**src/sv/b64e_pkg.sv**
```systemverilog
// Shared types, constants and the sextet-to-ASCII mapping for the Base64 encoder.
// No dependencies; used by every module of the encoder.
`timescale 1ns / 1ps
`default_nettype none

package b64e_pkg;

  localparam int CharW      = 7;
  localparam int MaxChars   = 4;
  localparam int QueueDepth = 4;

  localparam logic [CharW-1:0] PadChar = 7'h3D;

  // One queue word: the characters that one input byte produces
  typedef struct packed {
    logic [MaxChars-1:0][CharW-1:0] chars;
    logic [1:0]                     last_idx;
    logic                           msg_end;
  } b64e_word_t;

  // Map a sextet to its Base64 alphabet character
  function automatic logic [CharW-1:0] sextet_char(input logic [5:0] s);
    logic [CharW-1:0] s7;
    logic [CharW-1:0] c;
    s7 = {1'b0, s};
    case (s) inside
      [6'd0:6'd25]:  c = 7'h41 + s7;
      [6'd26:6'd51]: c = 7'h61 + s7 - 7'd26;
      [6'd52:6'd61]: c = 7'h30 + s7 - 7'd52;
      6'd62:         c = 7'h2B;
      default:       c = 7'h2F;
    endcase
    return c;
  endfunction

endpackage

`default_nettype wire

```
**src/sv/b64e_front.sv**
```systemverilog
// Front end: accepts bytes, tracks the 3-byte group, builds one queue word per byte.
// Depends on b64e_pkg.
`timescale 1ns / 1ps
`default_nettype none

module b64e_front import b64e_pkg::*; (
  input  wire logic       clk,
  input  wire logic       rst,
  input  wire logic       in_valid,
  output logic            in_stall,
  input  wire logic [7:0] data_byte,
  input  wire logic       end_of_message,
  input  wire logic       q_full,
  output logic            q_push,
  output b64e_word_t      q_word
);

  logic [1:0] group_phase;
  logic [1:0] group_phase_next;
  logic [3:0] carry_bits;
  logic [3:0] carry_bits_next;

  // Stall while the queue has no room
  assign in_stall = q_full;
  assign q_push   = in_valid && !q_full;

  // Build the characters this byte completes
  always_comb begin
    q_word          = '0;
    q_word.msg_end  = end_of_message;
    group_phase_next = group_phase;
    carry_bits_next  = carry_bits;
    case (group_phase)
      2'd1: begin
        q_word.chars[0] = sextet_char({carry_bits[1:0], data_byte[7:4]});
        q_word.chars[1] = sextet_char({data_byte[3:0], 2'b00});
        q_word.chars[2] = PadChar;
        q_word.chars[3] = PadChar;
        q_word.last_idx = end_of_message ? 2'd2 : 2'd0;
        carry_bits_next  = data_byte[3:0];
        group_phase_next = 2'd2;
      end
      2'd2: begin
        q_word.chars[0] = sextet_char({carry_bits, data_byte[7:6]});
        q_word.chars[1] = sextet_char(data_byte[5:0]);
        q_word.chars[2] = PadChar;
        q_word.chars[3] = PadChar;
        q_word.last_idx = 2'd1;
        carry_bits_next  = 4'd0;
        group_phase_next = 2'd0;
      end
      default: begin
        q_word.chars[0] = sextet_char(data_byte[7:2]);
        q_word.chars[1] = sextet_char({data_byte[1:0], 4'b0000});
        q_word.chars[2] = PadChar;
        q_word.chars[3] = PadChar;
        q_word.last_idx = end_of_message ? 2'd3 : 2'd0;
        carry_bits_next  = {2'b00, data_byte[1:0]};
        group_phase_next = 2'd1;
      end
    endcase
    // Restart the group after the final byte
    if (end_of_message) begin
      group_phase_next = 2'd0;
      carry_bits_next  = 4'd0;
    end
  end

  // Advance group state on each accepted word
  always_ff @(posedge clk) begin
    if (rst) begin
      group_phase <= 2'd0;
      carry_bits  <= 4'd0;
    end else if (q_push) begin
      group_phase <= group_phase_next;
      carry_bits  <= carry_bits_next;
    end
  end

endmodule

`default_nettype wire

```
**src/sv/b64e_queue.sv**
```systemverilog
// Short FIFO of character groups between the front end and the output serializer.
// Depends on b64e_pkg.
`timescale 1ns / 1ps
`default_nettype none

module b64e_queue import b64e_pkg::*; #(
  parameter int Depth = QueueDepth
) (
  input  wire logic clk,
  input  wire logic rst,
  input  wire logic push,
  input  wire b64e_word_t push_word,
  output logic      full,
  input  wire logic pop,
  output b64e_word_t pop_word,
  output logic      empty
);

  localparam int PtrW = (Depth > 1) ? $clog2(Depth) : 1;
  localparam int CntW = $clog2(Depth + 1);
  localparam logic [PtrW-1:0] LastPtr = PtrW'(Depth - 1);
  localparam logic [CntW-1:0] FullCnt = CntW'(Depth);

  b64e_word_t          slots [Depth];
  logic [PtrW-1:0]     wr_ptr;
  logic [PtrW-1:0]     rd_ptr;
  logic [CntW-1:0]     count;

  assign full     = (count == FullCnt);
  assign empty    = (count == '0);
  assign pop_word = slots[rd_ptr];

  // Store pushed words
  always_ff @(posedge clk) begin
    if (push) begin
      slots[wr_ptr] <= push_word;
    end
  end

  // Advance pointers and occupancy
  always_ff @(posedge clk) begin
    if (rst) begin
      wr_ptr <= '0;
      rd_ptr <= '0;
      count  <= '0;
    end else begin
      if (push) begin
        wr_ptr <= (wr_ptr == LastPtr) ? '0 : wr_ptr + 1'b1;
      end
      if (pop) begin
        rd_ptr <= (rd_ptr == LastPtr) ? '0 : rd_ptr + 1'b1;
      end
      if (push && !pop) begin
        count <= count + 1'b1;
      end else if (pop && !push) begin
        count <= count - 1'b1;
      end
    end
  end

endmodule

`default_nettype wire

```
**src/sv/b64e_back.sv**
```systemverilog
// Back end: serializes queued character groups into the output register, one character per cycle unless stalled.
// Depends on b64e_pkg.
`timescale 1ns / 1ps
`default_nettype none

module b64e_back import b64e_pkg::*; (
  input  wire logic       clk,
  input  wire logic       rst,
  input  wire b64e_word_t q_word,
  input  wire logic       q_empty,
  output logic            q_pop,
  output logic            out_valid,
  input  wire logic       out_stall,
  output logic [CharW-1:0] out_char,
  output logic            last_char
);

  logic [1:0] char_idx;
  logic       load;
  logic       word_done;

  // Load the output register when it is free or being taken
  assign load      = !q_empty && (!out_valid || !out_stall);
  assign word_done = (char_idx == q_word.last_idx);
  assign q_pop     = load && word_done;

  // Step through the characters of the head word
  always_ff @(posedge clk) begin
    if (rst) begin
      char_idx  <= 2'd0;
      out_valid <= 1'b0;
    end else begin
      if (load) begin
        char_idx <= word_done ? 2'd0 : char_idx + 2'd1;
      end
      if (load) begin
        out_valid <= 1'b1;
      end else if (!out_stall) begin
        out_valid <= 1'b0;
      end
    end
  end

  // Hold payload while stalled
  always_ff @(posedge clk) begin
    if (load) begin
      out_char  <= q_word.chars[char_idx];
      last_char <= word_done && q_word.msg_end;
    end
  end

endmodule

`default_nettype wire

```
**src/sv/base64_stream_encoder.sv**
```systemverilog
// Base64 stream encoder top level: front end, character queue and output serializer.
// Depends on b64e_pkg, b64e_front, b64e_queue and b64e_back.
//
// Usage:
//   Input channel: in_valid / in_stall carry one message byte (data_byte) and
//   end_of_message, set on the final byte of a message. Output channel:
//   out_valid / out_stall carry one ASCII character (out_char) per word;
//   last_char marks the final character of the encoded message, after any
//   '=' padding. A word moves at a clock edge with valid high and stall low.
//   Each byte becomes one or two characters, or up to four on the final
//   byte. The first character of a byte passes through the queue and then
//   the output register. The output side produces one character per cycle
//   unless stalled, so a steady stream yields four characters per three bytes;
//   the output register is the limit, and the queue of QDepth words, one per
//   byte, absorbs bursts so bytes are taken in consecutive cycles until it fills.
//   Reset empties the queue, clears the output and starts a new group.
//   A receiver stall holds the current character; the queue keeps filling
//   and in_stall rises only when it is full.
`timescale 1ns / 1ps
`default_nettype none

module base64_stream_encoder import b64e_pkg::*; #(
  parameter int QDepth = QueueDepth
) (
  input  wire logic        clk,
  input  wire logic        rst,
  input  wire logic        in_valid,
  output logic             in_stall,
  input  wire logic [7:0]  data_byte,
  input  wire logic        end_of_message,
  output logic             out_valid,
  input  wire logic        out_stall,
  output logic [CharW-1:0] out_char,
  output logic             last_char
);

  b64e_word_t push_word;
  b64e_word_t pop_word;
  logic       q_push;
  logic       q_pop;
  logic       q_full;
  logic       q_empty;

  // Classify bytes into character groups
  b64e_front u_front (
    .clk            (clk),
    .rst            (rst),
    .in_valid       (in_valid),
    .in_stall       (in_stall),
    .data_byte      (data_byte),
    .end_of_message (end_of_message),
    .q_full         (q_full),
    .q_push         (q_push),
    .q_word         (push_word)
  );

  // Buffer groups between the two sides
  b64e_queue #(
    .Depth (QDepth)
  ) u_queue (
    .clk       (clk),
    .rst       (rst),
    .push      (q_push),
    .push_word (push_word),
    .full      (q_full),
    .pop       (q_pop),
    .pop_word  (pop_word),
    .empty     (q_empty)
  );

  // Emit characters one per cycle unless the receiver stalls
  b64e_back u_back (
    .clk       (clk),
    .rst       (rst),
    .q_word    (pop_word),
    .q_empty   (q_empty),
    .q_pop     (q_pop),
    .out_valid (out_valid),
    .out_stall (out_stall),
    .out_char  (out_char),
    .last_char (last_char)
  );

endmodule

`default_nettype wire

```
**config.mk**
```make
export PLATFORM = sky130hd
export DESIGN_NAME = base64_stream_encoder
export DESIGN_NICKNAME = d
export VERILOG_FILES = /design/src/sv/b64e_pkg.sv /design/src/sv/b64e_front.sv /design/src/sv/b64e_queue.sv /design/src/sv/b64e_back.sv /design/src/sv/base64_stream_encoder.sv
export SDC_FILE = /design/constraint.sdc
export NUM_CORES = 1
export LEC_CHECK = 0
export BUFFER_PORTS_ARGS = -buffer_cell sky130_fd_sc_hd__buf_2
export CAP_MARGIN = 40
export CELL_PAD_IN_SITES_DETAIL_PLACEMENT = 1
export CELL_PAD_IN_SITES_GLOBAL_PLACEMENT = 2
export CORE_ASPECT_RATIO = 1.1
export CORE_MARGIN = 4
export CORE_UTILIZATION = 38
export CTS_CLUSTER_DIAMETER = 100
export DETAILED_ROUTE_END_ITERATION = 7
export HOLD_SLACK_MARGIN = 0.08
export PLACE_DENSITY_LB_ADDON = 0.1
export SLEW_MARGIN = 20
export SYNTH_ARGS = -nofsm -noshare
export SYNTH_HDL_FRONTEND = slang
export SYNTH_SLANG_ARGS = --single-unit
```
**constraint.sdc**
```tcl
create_clock -name clk -period 3.1 [get_ports clk]
set_clock_uncertainty 0.05 [all_clocks]
set_input_delay 0.62 -clock clk [delete_from_list [all_inputs] [get_ports clk]]
set_output_delay 0.62 -clock clk [all_outputs]
set_load 0.02 [all_outputs]
```
==> summary.md <==
| Metric | Value |
|---|---|
| CTS tree | `built` |
| Yosys cell types | `70` |
| CORE AREA | `0.0157 mm^2` |
| # diodes | `0` |
| Top FF cell, synth | `edfxtp_1` |
| Antenna violations before repair | `0` |
| Worst slew margin | `57.7%` |
| Synthesized cell area | `0.00608 mm^2` |
| Internal | `2.80 mW` |
| CP Class | `reg -> reg` |
| Worst min-delay path endpoint | `u_back.out_valid` |
| Psw | `1.38 mW` |
| Number of buffers and inverters on the critical path | `2` |
| Final Cycle Share | `93.6%` |
| CTS sink cnt | `94` |
| Post_cts resized | `0` |
| DRT iter0 DRCs | `296` |
| Syn. warnings | `0` |
| CTS Hold Buffers Added | `0` |
| Post-synthesis cell count | `574` |
| Final setup vio count | `0` |
| Sequential Power Share | `41.9%` |
| Max frequency | `345 MHz` |
| CTS root buffer | `clkbuf_16` |
| Worst R2R Path Depth | `8` |
| Leak pwr | `2.57 nW` |
| Post-route minimum period | `2.90 ns` |
| Startpoint class of the critical path | `flip-flop` |
| Post-Syn Nets | `624` |
| Hpwl dp | `13.9 mm` |
| Min-delay src | `u_back.out_valid` |
| Reg2Reg Capture Point | `u_queue.slots[0][4]` |
| Die Area | `0.0181 mm^2` |
| Die width | `129 um` |
| Worst Path Arrival | `2.87 ns` |
| GRT Residual Overflow | `0` |
| Setup crit end kind | `flip-flop` |
| Bufs on Longest Clock Path | `2` |
| Post-route setup TNS | `0 ns` |
| Die H | `141 um` |
| Top cell type's share of synthesized area | `37.5%` |
| DRC Markers | `0` |
| Yosys top cell by area | `edfxtp_1` |
| Setup WS post-layout | `0.198 ns` |
| Setup bufs post-CTS | `0` |
| First-pass GRT wire length | `28.2 mm` |
| Total number of H-tree levels | `3` |
| Pwr dens | `596 mW/mm^2` |
| Avg Inst Size Synth | `10.6 um^2` |
| Worst-margin pin slew | `0.627 ns` |
| First-pass detailed-route iteration total | `4` |
| Top cells by area, synth | `edfxtp_1 (38%), ha_1 (7.4%), mux4_2 (6.3%)` |
| Hold Crit Depth | `2` |
| Worst ir drop on vdd | `0.000310 V` |
| Final wirelength | `17.7 mm` |
| Port Buf Inserts | `22` |
| CP top delay family | `compound AO/OA/AOI/OAI gates` |
| Reg clk slew, reported paths | `0.07 ns` |
| Worst Hold Class | `reg -> reg` |
| Hold WS | `0.416 ns` |
| Area grow syn2layout | `15.3%` |
| Run status | `complete, no violations` |
| Maxcap violations | `0` |
| Number of fill cells | `1,759` |
| Slowest cell delay on critical path | `0.58 ns` |
| Sw Ratio | `33.0%` |
| Worst path slowest cell | `o311ai_0` |
| TritonCTS buffer count | `9` |
| Largest net degree at the start of global routing | `18` |
| Crit path cell chain | `inv_1, ha_1, a21boi_0, a211oi_1, nor3_2, buf_4, o311ai_0, a32oi_1` |
| Final Hold Fails | `0` |
| Worst-skew pair later-pin latency | `0.34 ns` |
| Vias | `4,753` |
| GRT Overall Usage | `20.1%` |
| WP data required | `3.07 ns` |
| RSZ-0062 raised after global routing | `false` |
| Row cnt | `48` |
| Vias in the first global route | `5,007` |
| Routed Antenna Nets | `0` |
| R2R Setup Slk | `0.20 ns` |
| Ys async rst share | `0%` |
| Post-synth EDFFs | `76` |
| Reg-to-Reg Start | `u_front.carry_bits[1]` |
| Combinational share of power | `34.1%` |
| Place WS | `-0.0525 ns` |
| Max-slew violation count | `0` |
| Synthesized flop and latch total | `94` |
| Proportion of power drawn by the clock network | `24.0%` |
| Fin nets | `689` |
| DR vias/cell | `5.63` |
| Placer Congestion | `0.913` |
| Worst-path maximum fanout | `8` |
| Layout cells sized above 1 | `21.9%` |
| Ports | `23` |
| Initial core utilization | `38.8%` |
| Detailed-route wire length per cell | `21.0 um` |
| Sequential share of the synthesized area | `43.5%` |
## cell usage after synthesis (3+ instances only)
cell       count
inv_1         26
edfxtp_1      76
a31oi_1       11
and2_1         9
o31ai_1        3
nor2_1        36
clkbuf_1      18
o311ai_0       6
o2111ai_1      3
mux4_2        17
a211o_1        8
nor2b_1       11
o21ai_0       22
a221o_1        5
buf_2          9
dfxtp_1       18
nand3_1       19
o211ai_1       7
a21o_1         5
a21oi_1       28
nand2b_1       5
or3_1          7
and3_1         3
mux2i_1       11
nand2_1       58
nand4_1        4
clkbuf_8       5
o21ai_1        4
ha_1          36
nor3_1        10
a32oi_1        5
a221oi_1       5
xnor2_1       27
a211oi_1       7
xor2_1         4
## registers in the layout, indices dropped and copies added (netlist names), named ones only
signal / count
u_queue.rd_ptr: 2
u_back.out_char: 7
u_queue.count: 3
u_back.out_valid: 1
u_back.char_idx: 2
u_back.last_char: 1
u_queue.wr_ptr: 2
u_queue.slots: 68
u_front.carry_bits: 4
u_front.group_phase: 2
## how the worst max path moves through the flow
stage,depth (start not counted),endpoint,start
6_report,8,u_queue.slots[0][4],u_front.carry_bits[1]
5_1_grt,10,u_queue.count[2],flip-flop
4_1_cts,10,u_queue.count[2],flip-flop
3_5_place_dp,8,u_queue.slots[3][8],data_byte[4]
3_3_place_gp,9,u_queue.slots[0][4],data_byte[7]
2_1_floorplan,9,u_queue.slots[0][7],data_byte[4]
## power by group through the flow
stage	Combinational [mW]	Clock, mW	Sequential (mW)
after floorplan	0.951	0	1.82
after global placement	1.41	0	1.77
after detailed placement	1.45	0	1.78
after CTS	1.45	1.03	1.75
after global routing	1.58	1.08	1.78
final	1.43	1.00	1.75
## cell type report
cell class	instances	area, um^2	share of cell area, %
clock buffer	9	225	3.21
clock inverter	7	48.8	0.696
inverter	29	115	1.64
multi-input combinational	414	3100	44.2
sequential	94	2640	37.7
tap	200	250	3.57
timing repair buffer	91	628	8.96
## through the flow
stage | instances | power (mW) | util (%) | instance area, um^2
after floorplan | 574 | 2.77 | - | 6080
after global placement | 828 | 3.17 | 43.0 | 6740
after CTS | 844 | 4.24 | 44.7 | 7010
after global routing | 844 | 4.44 | 44.7 | 7010
after detailed placement | 828 | 3.23 | 43.0 | 6740
final | 844 | 4.18 | 44.7 | 7010
## kinds of logic (layout without fill, tap and decap cells)
group | count (synthesis) | count (layout) | share of synthesized area, %
AND/OR/NAND/NOR | 179 | 179 | 14.5
AO/OA/AOI/OAI | 138 | 138 | 16.0
flip-flops | 94 | 94 | 43.5
buffers and inverters | 66 | 136 | 5.54
adder cells (fa/ha/maj) | 37 | 37 | 7.74
XOR/XNOR | 31 | 31 | 4.47
multiplexers | 29 | 29 | 8.30
## per-layer routing
layer / part of all wire, % / track usage, % / up-vias
met2: 52 / 35.7 / 79
met5: 0 / 0 / -
met4: 1.4 / 5.47 / 0
li1: - / - / 2267
met1: 44 / 26.1 / 2393
met3: 2.9 / 1.74 / 14
## worst reg2reg max path, cell delays in order, from the launching register on
cell      delay (ns)
dfxtp_1         0.45
inv_1           0.19
ha_1            0.28
a21boi_0        0.14
a211oi_1        0.34
nor3_2          0.08
buf_4           0.17
o311ai_0        0.58
a32oi_1         0.30
## layout by cell type (no fill, tap or decap), types with 3 or more instances in the layout
master      count
xnor2_1        27
a21oi_1        28
a221oi_1        5
dfxtp_1        18
nor2b_1        11
nor3_1         10
nand2_1        58
nor2_1         36
clkinvlp_4      4
mux2i_1        11
o2111ai_1       3
nand3_1        19
a32oi_1         5
o21ai_0        22
xor2_1          4
and2_1          9
buf_2          22
a211o_1         8
a221o_1         5
or3_1           7
o21ai_1         4
nand2b_1        5
o311ai_0        6
o211ai_1        7
clkinv_2        3
buf_4          69
a31oi_1        11
nand4_1         4
inv_1          26
a211oi_1        7
edfxtp_1       76
ha_1           36
mux4_2         17
clkbuf_16       9
o31ai_1         3
and3_1          3
a21o_1          5
(Power assumes the default switching activity.)
